<file path="config.mk">
export PLATFORM = sky130hd
export DESIGN_NAME = euler_totient_count
export DESIGN_NICKNAME = d
export VERILOG_FILES = /design/src/etc_pkg.sv /design/src/etc_div.sv /design/src/euler_totient_count.sv
export SDC_FILE = /design/constraint.sdc
export NUM_CORES = 1
export LEC_CHECK = 0
export BUFFER_PORTS_ARGS = -buffer_cell sky130_fd_sc_hd__buf_2
export CORE_ASPECT_RATIO = 1.25
export CORE_MARGIN = 3
export CORE_UTILIZATION = 62
export CTS_CLUSTER_DIAMETER = 50
export DETAILED_ROUTE_END_ITERATION = 7
export HOLD_SLACK_MARGIN = 0.03
export PLACE_DENSITY = 0.88
export SYNTH_ARGS = -nofsm -noshare
export SYNTH_HDL_FRONTEND = slang
export SYNTH_SLANG_ARGS = --single-unit
</file>
<file path="constraint.sdc">
create_clock -name clk -period 3.84 [get_ports clk]
set_clock_uncertainty 0.15 [all_clocks]
set_input_delay 0.192 -clock clk [delete_from_list [all_inputs] [get_ports clk]]
set_output_delay 0.192 -clock clk [all_outputs]
set_load 0.01 [all_outputs]
</file>
<file path="src/etc_pkg.sv">
`default_nettype none

package etc_pkg;

	localparam int VALUE_WIDTH = 16;
	localparam int CNT_W = $clog2(VALUE_WIDTH);
	localparam int STEP_W = 5;

	// divider operand selection
	localparam logic [1:0] DIV_NONE     = 2'd0;
	localparam logic [1:0] DIV_REST_P   = 2'd1;
	localparam logic [1:0] DIV_ACC_P    = 2'd2;
	localparam logic [1:0] DIV_ACC_REST = 2'd3;

	// register operations
	localparam logic [2:0] OP_NONE    = 3'd0;
	localparam logic [2:0] OP_LOAD    = 3'd1;
	localparam logic [2:0] OP_REST_Q  = 3'd2;
	localparam logic [2:0] OP_ACC_SUB = 3'd3;
	localparam logic [2:0] OP_P_INC   = 3'd4;
	localparam logic [2:0] OP_ACC_ONE = 3'd5;
	localparam logic [2:0] OP_OUT     = 3'd6;

	// jump conditions; taken goes to target, otherwise to the next step
	localparam logic [3:0] C_NEXT     = 4'd0;
	localparam logic [3:0] C_ALWAYS   = 4'd1;
	localparam logic [3:0] C_NO_VALID = 4'd2;
	localparam logic [3:0] C_REST_LT2 = 4'd3;
	localparam logic [3:0] C_BUSY     = 4'd4;
	localparam logic [3:0] C_Q_LT_P   = 4'd5;
	localparam logic [3:0] C_R_NZ     = 4'd6;
	localparam logic [3:0] C_R_Z      = 4'd7;
	localparam logic [3:0] C_OUT_FULL = 4'd8;

	// program addresses
	localparam logic [STEP_W-1:0] S_OUT    = 5'd0;
	localparam logic [STEP_W-1:0] S_IDLE   = 5'd1;
	localparam logic [STEP_W-1:0] S_CHECK  = 5'd2;
	localparam logic [STEP_W-1:0] S_TRY    = 5'd3;
	localparam logic [STEP_W-1:0] S_TRY_W  = 5'd4;
	localparam logic [STEP_W-1:0] S_TEST_Q = 5'd5;
	localparam logic [STEP_W-1:0] S_TEST_R = 5'd6;
	localparam logic [STEP_W-1:0] S_STRIP  = 5'd7;
	localparam logic [STEP_W-1:0] S_SDIV   = 5'd8;
	localparam logic [STEP_W-1:0] S_SDIV_W = 5'd9;
	localparam logic [STEP_W-1:0] S_STEST  = 5'd10;
	localparam logic [STEP_W-1:0] S_ADIV   = 5'd11;
	localparam logic [STEP_W-1:0] S_ADIV_W = 5'd12;
	localparam logic [STEP_W-1:0] S_ASUB   = 5'd13;
	localparam logic [STEP_W-1:0] S_NEXTP  = 5'd14;
	localparam logic [STEP_W-1:0] S_TAIL   = 5'd15;
	localparam logic [STEP_W-1:0] S_TDIV   = 5'd16;
	localparam logic [STEP_W-1:0] S_TDIV_W = 5'd17;
	localparam logic [STEP_W-1:0] S_TSUB   = 5'd18;
	localparam logic [STEP_W-1:0] S_ONE    = 5'd19;

	typedef struct packed {
		logic [1:0]        div_op;
		logic [2:0]        op;
		logic [3:0]        cond;
		logic [STEP_W-1:0] target;
	} ctl_t;

	typedef struct packed {
		logic                   start;
		logic [VALUE_WIDTH-1:0] dividend;
		logic [VALUE_WIDTH-1:0] divisor;
	} div_req_t;

	typedef struct packed {
		logic                   busy;
		logic [VALUE_WIDTH-1:0] quotient;
		logic [VALUE_WIDTH-1:0] remainder;
	} div_rsp_t;

	// control store: trial division factorization of n
	function automatic ctl_t ucode(input logic [STEP_W-1:0] step);
		ctl_t w;
		begin
			case (step)
				S_OUT:    w = '{DIV_NONE,     OP_OUT,     C_OUT_FULL, S_OUT};
				S_IDLE:   w = '{DIV_NONE,     OP_LOAD,    C_NO_VALID, S_IDLE};
				S_CHECK:  w = '{DIV_NONE,     OP_NONE,    C_REST_LT2, S_ONE};
				S_TRY:    w = '{DIV_REST_P,   OP_NONE,    C_NEXT,     S_IDLE};
				S_TRY_W:  w = '{DIV_NONE,     OP_NONE,    C_BUSY,     S_TRY_W};
				S_TEST_Q: w = '{DIV_NONE,     OP_NONE,    C_Q_LT_P,   S_TAIL};
				S_TEST_R: w = '{DIV_NONE,     OP_NONE,    C_R_NZ,     S_NEXTP};
				S_STRIP:  w = '{DIV_NONE,     OP_REST_Q,  C_NEXT,     S_IDLE};
				S_SDIV:   w = '{DIV_REST_P,   OP_NONE,    C_NEXT,     S_IDLE};
				S_SDIV_W: w = '{DIV_NONE,     OP_NONE,    C_BUSY,     S_SDIV_W};
				S_STEST:  w = '{DIV_NONE,     OP_NONE,    C_R_Z,      S_STRIP};
				S_ADIV:   w = '{DIV_ACC_P,    OP_NONE,    C_NEXT,     S_IDLE};
				S_ADIV_W: w = '{DIV_NONE,     OP_NONE,    C_BUSY,     S_ADIV_W};
				S_ASUB:   w = '{DIV_NONE,     OP_ACC_SUB, C_NEXT,     S_IDLE};
				S_NEXTP:  w = '{DIV_NONE,     OP_P_INC,   C_ALWAYS,   S_TRY};
				S_TAIL:   w = '{DIV_NONE,     OP_NONE,    C_REST_LT2, S_OUT};
				S_TDIV:   w = '{DIV_ACC_REST, OP_NONE,    C_NEXT,     S_IDLE};
				S_TDIV_W: w = '{DIV_NONE,     OP_NONE,    C_BUSY,     S_TDIV_W};
				S_TSUB:   w = '{DIV_NONE,     OP_ACC_SUB, C_ALWAYS,   S_OUT};
				S_ONE:    w = '{DIV_NONE,     OP_ACC_ONE, C_ALWAYS,   S_OUT};
				default:  w = '{DIV_NONE,     OP_NONE,    C_ALWAYS,   S_IDLE};
			endcase
			return w;
		end
	endfunction

endpackage

`default_nettype wire

</file>
<file path="src/etc_div.sv">
`default_nettype none

module etc_div (
	input  wire logic              clk,
	input  wire logic              arst_n,
	input  wire etc_pkg::div_req_t req,
	output etc_pkg::div_rsp_t      rsp
);

	localparam int W = etc_pkg::VALUE_WIDTH;

	logic                          busy_q;
	logic [etc_pkg::CNT_W-1:0]     cnt_q;
	logic [W:0]                    rem_q;
	logic [W-1:0]                  quo_q;
	logic [W-1:0]                  dvs_q;
	logic [W:0]                    shifted;
	logic [W:0]                    diff;

	// one restoring step per cycle; quotient bits shift in behind the dividend
	assign shifted = {rem_q[W-1:0], quo_q[W-1]};
	assign diff    = shifted - {1'b0, dvs_q};

	always_ff @(posedge clk or negedge arst_n) begin
		if (!arst_n) begin
			busy_q <= 1'b0;
			cnt_q  <= '0;
		end else if (req.start) begin
			busy_q <= 1'b1;
			cnt_q  <= etc_pkg::CNT_W'(W - 1);
		end else if (busy_q) begin
			cnt_q <= cnt_q - 1'b1;
			if (cnt_q == '0) begin
				busy_q <= 1'b0;
			end
		end
	end

	always_ff @(posedge clk) begin
		if (req.start) begin
			rem_q <= '0;
			quo_q <= req.dividend;
			dvs_q <= req.divisor;
		end else if (busy_q) begin
			if (!diff[W]) begin
				rem_q <= diff;
				quo_q <= {quo_q[W-2:0], 1'b1};
			end else begin
				rem_q <= shifted;
				quo_q <= {quo_q[W-2:0], 1'b0};
			end
		end
	end

	assign rsp.busy      = busy_q;
	assign rsp.quotient  = quo_q;
	assign rsp.remainder = rem_q[W-1:0];

endmodule

`default_nettype wire

</file>
<file path="src/euler_totient_count.sv">
// Euler totient by trial-division factorization, run by a microcoded sequencer.
// One item at a time; every division waits on the single shared restoring divider.
// Output register lets the next word enter while a result waits for out_ready.
// Reset (arst_n low) sets the step counter to S_IDLE and clears the divider busy flag and output valid.
`default_nettype none

module euler_totient_count (
	input  wire logic                            clk,
	input  wire logic                            arst_n,
	input  wire logic                            in_valid,
	output logic                                 in_ready,
	input  wire logic [etc_pkg::VALUE_WIDTH-1:0] number,
	output logic                                 out_valid,
	input  wire logic                            out_ready,
	output logic [etc_pkg::VALUE_WIDTH-1:0]      totient_value
);

	localparam int W = etc_pkg::VALUE_WIDTH;

	logic [etc_pkg::STEP_W-1:0] step_q;
	etc_pkg::ctl_t              uw;
	etc_pkg::div_req_t          dreq;
	etc_pkg::div_rsp_t          drsp;
	logic [W-1:0]               rest_q;
	logic [W-1:0]               acc_q;
	logic [W-1:0]               p_q;
	logic [W-1:0]               totient_q;
	logic                       out_valid_q;
	logic                       out_full;
	logic                       taken;

	assign uw       = etc_pkg::ucode(step_q);
	assign out_full = out_valid_q && !out_ready;
	assign in_ready = (uw.op == etc_pkg::OP_LOAD);

	always_comb begin
		case (uw.cond)
			etc_pkg::C_NEXT:     taken = 1'b0;
			etc_pkg::C_ALWAYS:   taken = 1'b1;
			etc_pkg::C_NO_VALID: taken = !in_valid;
			etc_pkg::C_REST_LT2: taken = (rest_q < W'(2));
			etc_pkg::C_BUSY:     taken = drsp.busy;
			etc_pkg::C_Q_LT_P:   taken = (drsp.quotient < p_q);
			etc_pkg::C_R_NZ:     taken = (drsp.remainder != '0);
			etc_pkg::C_R_Z:      taken = (drsp.remainder == '0);
			etc_pkg::C_OUT_FULL: taken = out_full;
			default:             taken = 1'b0;
		endcase
	end

	always_comb begin
		dreq.start    = (uw.div_op != etc_pkg::DIV_NONE);
		dreq.dividend = rest_q;
		dreq.divisor  = p_q;
		case (uw.div_op)
			etc_pkg::DIV_REST_P: begin
				dreq.dividend = rest_q;
				dreq.divisor  = p_q;
			end
			etc_pkg::DIV_ACC_P: begin
				dreq.dividend = acc_q;
				dreq.divisor  = p_q;
			end
			etc_pkg::DIV_ACC_REST: begin
				dreq.dividend = acc_q;
				dreq.divisor  = rest_q;
			end
			default: begin
				dreq.dividend = rest_q;
				dreq.divisor  = p_q;
			end
		endcase
	end

	etc_div u_div (
		.clk    (clk),
		.arst_n (arst_n),
		.req    (dreq),
		.rsp    (drsp)
	);

	always_ff @(posedge clk or negedge arst_n) begin
		if (!arst_n) begin
			step_q <= etc_pkg::S_IDLE;
		end else if (taken) begin
			step_q <= uw.target;
		end else begin
			step_q <= step_q + 1'b1;
		end
	end

	// datapath registers
	always_ff @(posedge clk) begin
		case (uw.op)
			etc_pkg::OP_LOAD: begin
				if (in_valid) begin
					rest_q <= number;
					acc_q  <= number;
					p_q    <= W'(2);
				end
			end
			etc_pkg::OP_REST_Q:  rest_q <= drsp.quotient;
			etc_pkg::OP_ACC_SUB: acc_q  <= acc_q - drsp.quotient;
			etc_pkg::OP_P_INC:   p_q    <= p_q + 1'b1;
			etc_pkg::OP_ACC_ONE: acc_q  <= W'(1);
			etc_pkg::OP_OUT: begin
				if (!out_full) begin
					totient_q <= acc_q;
				end
			end
			default: begin
			end
		endcase
	end

	// hold the result word until the sink takes it
	always_ff @(posedge clk or negedge arst_n) begin
		if (!arst_n) begin
			out_valid_q <= 1'b0;
		end else if (uw.op == etc_pkg::OP_OUT && !out_full) begin
			out_valid_q <= 1'b1;
		end else if (out_ready) begin
			out_valid_q <= 1'b0;
		end
	end

	assign out_valid     = out_valid_q;
	assign totient_value = totient_q;

`ifndef SYNTHESIS
	a_no_restart: assert property (@(posedge clk) disable iff (!arst_n)
		dreq.start |-> !drsp.busy)
		else $error("divider started while busy");

	a_idle_free: assert property (@(posedge clk) disable iff (!arst_n)
		in_ready |-> !drsp.busy)
		else $error("input taken while divider busy");

	a_nonzero: assert property (@(posedge clk) disable iff (!arst_n)
		out_valid_q |-> (totient_q != '0))
		else $error("zero totient issued");

	a_wait_busy: assert property (@(posedge clk) disable iff (!arst_n)
		dreq.start |=> drsp.busy)
		else $error("divider did not go busy");

	a_p_range: assert property (@(posedge clk) disable iff (!arst_n)
		(step_q == etc_pkg::S_TRY) |-> (p_q >= W'(2)))
		else $error("trial divisor below two");
`endif

endmodule

`default_nettype wire
</file>
# Word level (Yosys, flattened, before mapping)
# Memory sizes are Yosys's and may differ from the RTL's.
# Index checks and enable logic that the tools add are counted.
# W data, S select, Z words.
op_classes:
  n_reduce_logical: 18
  n_mux: 19
  addsub: 5
  n_eq_ne: 17
  magnitude_cmp: 2
  bitwise_logic: 1
ops:
  columns: ["op", "n"]
  rows:
  - ["$mux W16", 5]
  - ["$pmux W16 S2", 2]
  - ["$pmux W32 S2", 1]
  - ["$pmux W16 S3", 1]
  - ["$sub A17 B16 Y17", 1]
  - ["$add A16 B1 Y16 const B", 1]
  - ["$eq A4 B3 Y1 const B", 4]
  - ["$logic_not A16 Y1", 1]
  - ["$lt A16 B16 Y1", 1]
  - ["$lt A16 B2 Y1 const B", 1]
  - ["$reduce_bool A16 Y1", 1]
  - ["$sub A16 B16 Y16", 1]
  - ["$reduce_bool A2 Y1", 5]
  - ["$eq A3 B3 Y1 const B", 3]
  - ["$eq A4 B2 Y1 const B", 2]
  - ["$mux W4", 2]
  - ["$pmux W1 S8", 1]
  - ["$reduce_and A2 Y1", 4]
  - ["$eq A3 B2 Y1 const B", 2]
  - ["$mux W1", 6]
  - ["$add A5 B1 Y5 const B", 1]
  - ["$mux W5", 1]
  - ["$eq A2 B2 Y1 const B", 2]
  - ["$eq A4 B1 Y1 const B", 1]
  - ["9 further kinds", 12]
word_totals:
  memories: 1
  romBits: 448
  register_bits: 123
  inputBits: 20
  wordCells: 74
  output_inout_bits: 18
mem_list:
  columns: ["memory", "words", "word_bits", "rd", "rd_clocked_by_memory_dff", "wr", "line", "text"]
  rows:
  - ["(name not given)", 32, 14, 1, 0, 0, "etc_pkg.sv:80", "case (step)"]

# Logic depth before layout (Yosys ltp)
logic_depth:
  word_depth: 5
  depth_mapped: 12
  ltp_nobuf: 12

# Cells and area by module
# A second synthesis with hierarchy kept.
hier_totals:
  hier_cells: 794
  hier_area_um2: 8030.2
by_module_without_submodules:
  columns: ["mod", "cells_each", "seq_area_each_um2", "n_inst", "area_each_um2"]
  rows:
  - ["euler_totient_count", 509, 2073.2, 1, 5016.1]
  - ["etc_div", 285, 1406.3, 1, 3014.1]

# Worst setup path after synthesis
# No wires, ideal clock.
synth_timing:
  kind: "reg2reg"
  start: "reg step_q[0] in the netlist's numbering"
  end: "reg p_q[0] (enable)"
  t_arrival_ns: 2.530
  period_less_slack_ns: 3.043
  stages_incl_launch_ff: 8
  path_buffers: 2
  setup_time_ns: 0.363
  slack_ns: 0.797
  required_time_ns: 3.327
  path_cell_list: "dfstp_2 > ha_1 > inv_1 > o41ai_1 > or3_1 > clkbuf_1 > clkbuf_1 > nand2_1"
synth_between:
  elab_chain_len: 4
  word_cells_on_any_way: 6
  classes_between: "eq/ne: 3; reduce/logical: 2; memory: 1"
synth_lines:
  columns: ["item", "line", "text"]
  rows:
  - ["start, declared", "euler_totient_count.sv:20", "logic [etc_pkg::STEP_W-1:0] step_q;"]
  - ["start signal, assigned", "euler_totient_count.sv:84", "step_q <= etc_pkg::S_IDLE;"]
  - ["start signal, assigned", "euler_totient_count.sv:86", "step_q <= uw.target;"]
  - ["start signal, assigned", "euler_totient_count.sv:88", "step_q <= step_q + 1'b1;"]
  - ["$mem_v2 Z32 W14 *", null, null]
  - ["$eq A3 B1 Y1 or $eq A3 B3 Y1 (tied branches)", "euler_totient_count.sv:94", "case (uw.op)"]
  - ["$ne A2 B2 Y1 (no source line) or $reduce_bool A2 Y1 (tied branches)", null, null]
  - ["$reduce_and A2 Y1 (no source line) *", null, null]
  - ["end signal, assigned", "euler_totient_count.sv:104", "etc_pkg::OP_P_INC: p_q <= p_q + 1'b1;"]
  - ["end, declared", "euler_totient_count.sv:26", "logic [W-1:0] p_q;"]
# Every way passes the cells marked *; elsewhere a longest branch is shown, timed or not.
# A chain may end at the register's enable or synchronous reset.

# Worst setup path in the final report
layout_timing:
  start: "reg u_div.quo_q[15]"
  end: "reg u_div.rem_q[9]"
layout_between:
  elab_chain_len: 2
layout_lines:
  columns: ["item", "line", "text"]
  rows:
  - ["start, declared", "etc_div.sv:15", "logic [W-1:0] quo_q;"]
  - ["start signal, assigned", "etc_div.sv:42", "quo_q <= req.dividend;"]
  - ["start signal, assigned", "etc_div.sv:47", "quo_q <= {quo_q[W-2:0], 1'b1};"]
  - ["start signal, assigned", "etc_div.sv:50", "quo_q <= {quo_q[W-2:0], 1'b0};"]
  - ["$sub A17 B16 Y17", "etc_div.sv:22", "assign diff = shifted - {1'b0, dvs_q};"]
  - ["$mux W16", "etc_div.sv:45", "if (!diff[W]) begin"]
  - ["end signal, assigned", "etc_div.sv:46", "rem_q <= diff;"]
  - ["end signal, assigned", "etc_div.sv:49", "rem_q <= shifted;"]
  - ["end, declared", "etc_div.sv:14", "logic [W:0] rem_q;"]
# Every way passes these cells.

==> qor.csv <==
stage,metric,value,unit
synthesis,Async SR Flop Fraction,0.0894,
critical_path,WS Path Type,flop to flop,
sta,Max-slew headroom,0.381,
critical_path,Arrival @ worst endpoint,3.71,ns
drt,drt initial violations,679,
placement,GPL Wtd Cong,0.923,
synthesis,post-synthesis cell area,7710,µm²
die,I/O Pins,38,
grt,largest net degree at the start of global routing,44,
placement,DP Wirelength,13400,µm
clocking,post-CTS setup buffer count,0,
grt,vias in the first global route,6678,
clocking,CTS sink count,123,
sta,final worst setup slack,0.343,ns
final_layout,Finished Core Util,0.742,
sta,setup total negative slack,0,ns
placement,pre-CTS WS,0.431,ns
die,die width,106,µm
drt,DR WL/cell,20.4,µm
drt,via count,6713,
sta,fin crit period,3.50,ns
critical_path,"critical path fanouts, max",15,
synthesis,Yosys top cell by area,edfxtp_1,
grt,GR Overflow Total,0,
clocking,CTS Buf Count,17,
synthesis,Post-synth EDFFs,96,
synthesis,syn nets,872,
drt,total wire length,20900,µm
synthesis,register area share after synthesis,0.451,
critical_path,Startpoint Class,flop,
synthesis,most frequent cell after synthesis,nand2_1,
die,num rows,44,
status,status,completed,
synthesis,Synth cell types,71,
flow_run,Max-cap violations,0,
synthesis,Avg Synthesized Cell Area,9.68,µm²
pwr,sw power,4.30,mW
synthesis,synth warn,0,
final_layout,final net count,928,
pwr,switch share,0.453,
grt,first-pass GRT wire length,33800,µm
sta,FMAX,286,MHz
sta,final hold violations,0,
clocking,"Reg clk slew, reported paths",0.06,ns
clocking,clk root buf,clkbuf_16,
pwr,P per Cell Area,1080,nW/µm²
sta,# setup viols final,0,
critical_path,Worst Path Required,4.05,ns
sta,unrepaired setup endpoints after global routing,false,
die,DIE AREA,13800,µm²
synthesis,"flops & latches, synth",123,
sta,worst slew pin tran,0.928,ns
drt,routed vias/inst,6.55,
clocking,buffer depth of the longest clock path,2,
final_layout,ANT cells,0,
grt,initial antenna violation count,0,
drt,DRC viols,0,
critical_path,CP Capture Type,flop,
synthesis,Yosys top cell area share,0.374,
placement,I/O Buffers,37,
pwr,Power Internal,5.19,mW
grt,gr usage total,0.313,
sta,period utilisation layout,0.911,
final_layout,Syn-to-layout area delta,14.5,%
die,initial core utilization,0.648,
clocking,CTS tree,yes,
pwr,combinational share of power,0.533,
sta,fin. max-slew vios,0,
clocking,H-tree depth,4,
worst_hold_path,Hold Path Class,input pin to asynchronous set/reset pin,
die,Core Region,11900,µm²
final_layout,fraction of layout cells with a size suffix above 1,0.109,
die,Die Height,131,µm
clocking,clock latency on the worst-skew pair,0.43,ns
drt,Detailed Routing Iterations Pass 1,6,
pwr,Peak VDD IR,661,µV
pwr,Leakage Power,3.58,nW
synthesis,Post-synth top flop,edfxtp_1,
pwr,sequential share of power,0.300,
synthesis,Gate Count Post-Synth,796,
synthesis,Area contributors post-synth,"edfxtp_1 (37%), ha_1 (8.8%), nand2_1 (5.5%), o21ai_0 (5.2%), dfxtp_1 (4.2%)",
pwr,Clock power frac,0.167,
drt,post-route ant nets,0,
synthesis,most frequent cells after synthesis,"nand2_1 (112), edfxtp_1 (96), o21ai_0 (80), inv_1 (65), ha_1 (54)",
[per-layer routing]
metal	wire [µm]	vias to the layer above	track usage
met5	0	-	0
met4	1210	0	0.194
met3	1610	116	0.0565
met2	10400	463	0.542
met1	7710	3120	0.364
li1	-	3014	-
[cells by family (layout without fill, tap and decap cells)]
group                    Yosys count  after routing  synth area share
AO/OA/AOI/OAI                    211            211             0.179
flip-flops                       123            123             0.451
buffers and inverters             95            163            0.0477
multiplexers                      22             22            0.0307
adder cells (fa/ha/maj)           56             56            0.0929
AND/OR/NAND/NOR                  247            247             0.148
XOR/XNOR                          42             42            0.0497
[timing repair]
action / in CTS / in global routing
hold buffers: 19 / 0
hold endpoints to repair: 44 / 0
resized for setup: 0 / 0
[per-stage QoR]
stage / hold slack, ns / cell area [µm²] / total power, mW / cells
6_report: 0.180 / 8820 / 9.49 / 1025
3_5_place_dp: -0.0705 / 8060 / 7.56 / 975
5_1_grt: 0.170 / 8820 / 10.1 / 1025
3_3_place_gp: -0.0771 / 8060 / 7.27 / 975
4_1_cts: 0.103 / 8820 / 9.24 / 1025
2_1_floorplan: -0.254 / 7710 / 6.33 / 796
[registers in the layout, indices dropped and copies added (netlist names)]
register,count
acc_q,16
out_valid,1
p_q,16
rest_q,16
step_q,5
totient_value,16
u_div.busy_q,1
u_div.cnt_q,4
u_div.dvs_q,16
u_div.quo_q,16
u_div.rem_q,16
[power by group through the flow]
stage | sequential [mW] | combinational (mW) | clock (mW)
after floorplan | 2.58 | 3.75 | 0
after CTS | 2.80 | 4.85 | 1.59
after global routing | 2.89 | 5.54 | 1.64
after detailed placement | 2.81 | 4.75 | 0
final | 2.85 | 5.06 | 1.58
after global placement | 2.78 | 4.49 | 0
[critical path, cell delays in order, from the launching register on]
cell	delay, ns
edfxtp_1	0.43
inv_1	0.09
ha_1	0.23
fa_1	0.41
nor2b_1	0.17
o31a_1	0.27
a2111oi_4	0.12
o31ai_2	0.43
a31oi_4	0.19
xor2_2	0.55
a311o_1	0.20
o2111a_1	0.18
[cell type report]
type / instances / area (µm²)
sequential: 123 / 3480
timing repair buffer: 67 / 458
inverter: 65 / 244
tap: 161 / 201
fill: 794 / 3070
clock buffer: 18 / 429
clock inverter: 13 / 143
multi-input combinational: 578 / 3870
[placed cells by master, fill, tap and decap left out, types with 4 or more instances in the layout]
cell,synthesis,layout
nand2_1,112,112
edfxtp_1,96,96
o21ai_0,80,80
inv_1,65,65
ha_1,54,54
nor2_1,40,40
buf_2,6,37
a21oi_1,32,31
xnor2_1,29,29
nand3_1,22,22
dlygate4sd3_1,0,19
mux2i_1,18,18
clkbuf_16,0,17
a31oi_1,16,16
dfxtp_1,16,16
a22o_1,12,12
nor3_1,12,12
nand2b_1,11,11
xor2_1,11,11
buf_4,1,11
dfrtp_1,10,10
o21a_1,9,9
nor4_1,9,9
nor2b_1,8,8
and3_1,6,6
o31a_1,6,6
a21o_1,6,6
nand4_1,6,6
o31ai_1,5,5
o311ai_0,5,5
or3_1,4,4
nand3b_1,4,4
inv_6,0,4
[final timing paths]
kind                            startpoint  slack [ns]  cells past startpoint                 to
min reg2reg                      acc_q[13]        0.35                      0  totient_value[13]
max reg2reg                u_div.quo_q[15]        0.34                     11     u_div.rem_q[9]
max in group asynchronous           arst_n        2.42                      3       u_div.busy_q
min in group clk                  in_valid        0.32                      4             p_q[8]
min                                 arst_n        0.18                      2          step_q[0]
max                        u_div.quo_q[15]        0.34                     11     u_div.rem_q[9]
Power figures use the tool's default switching activity.
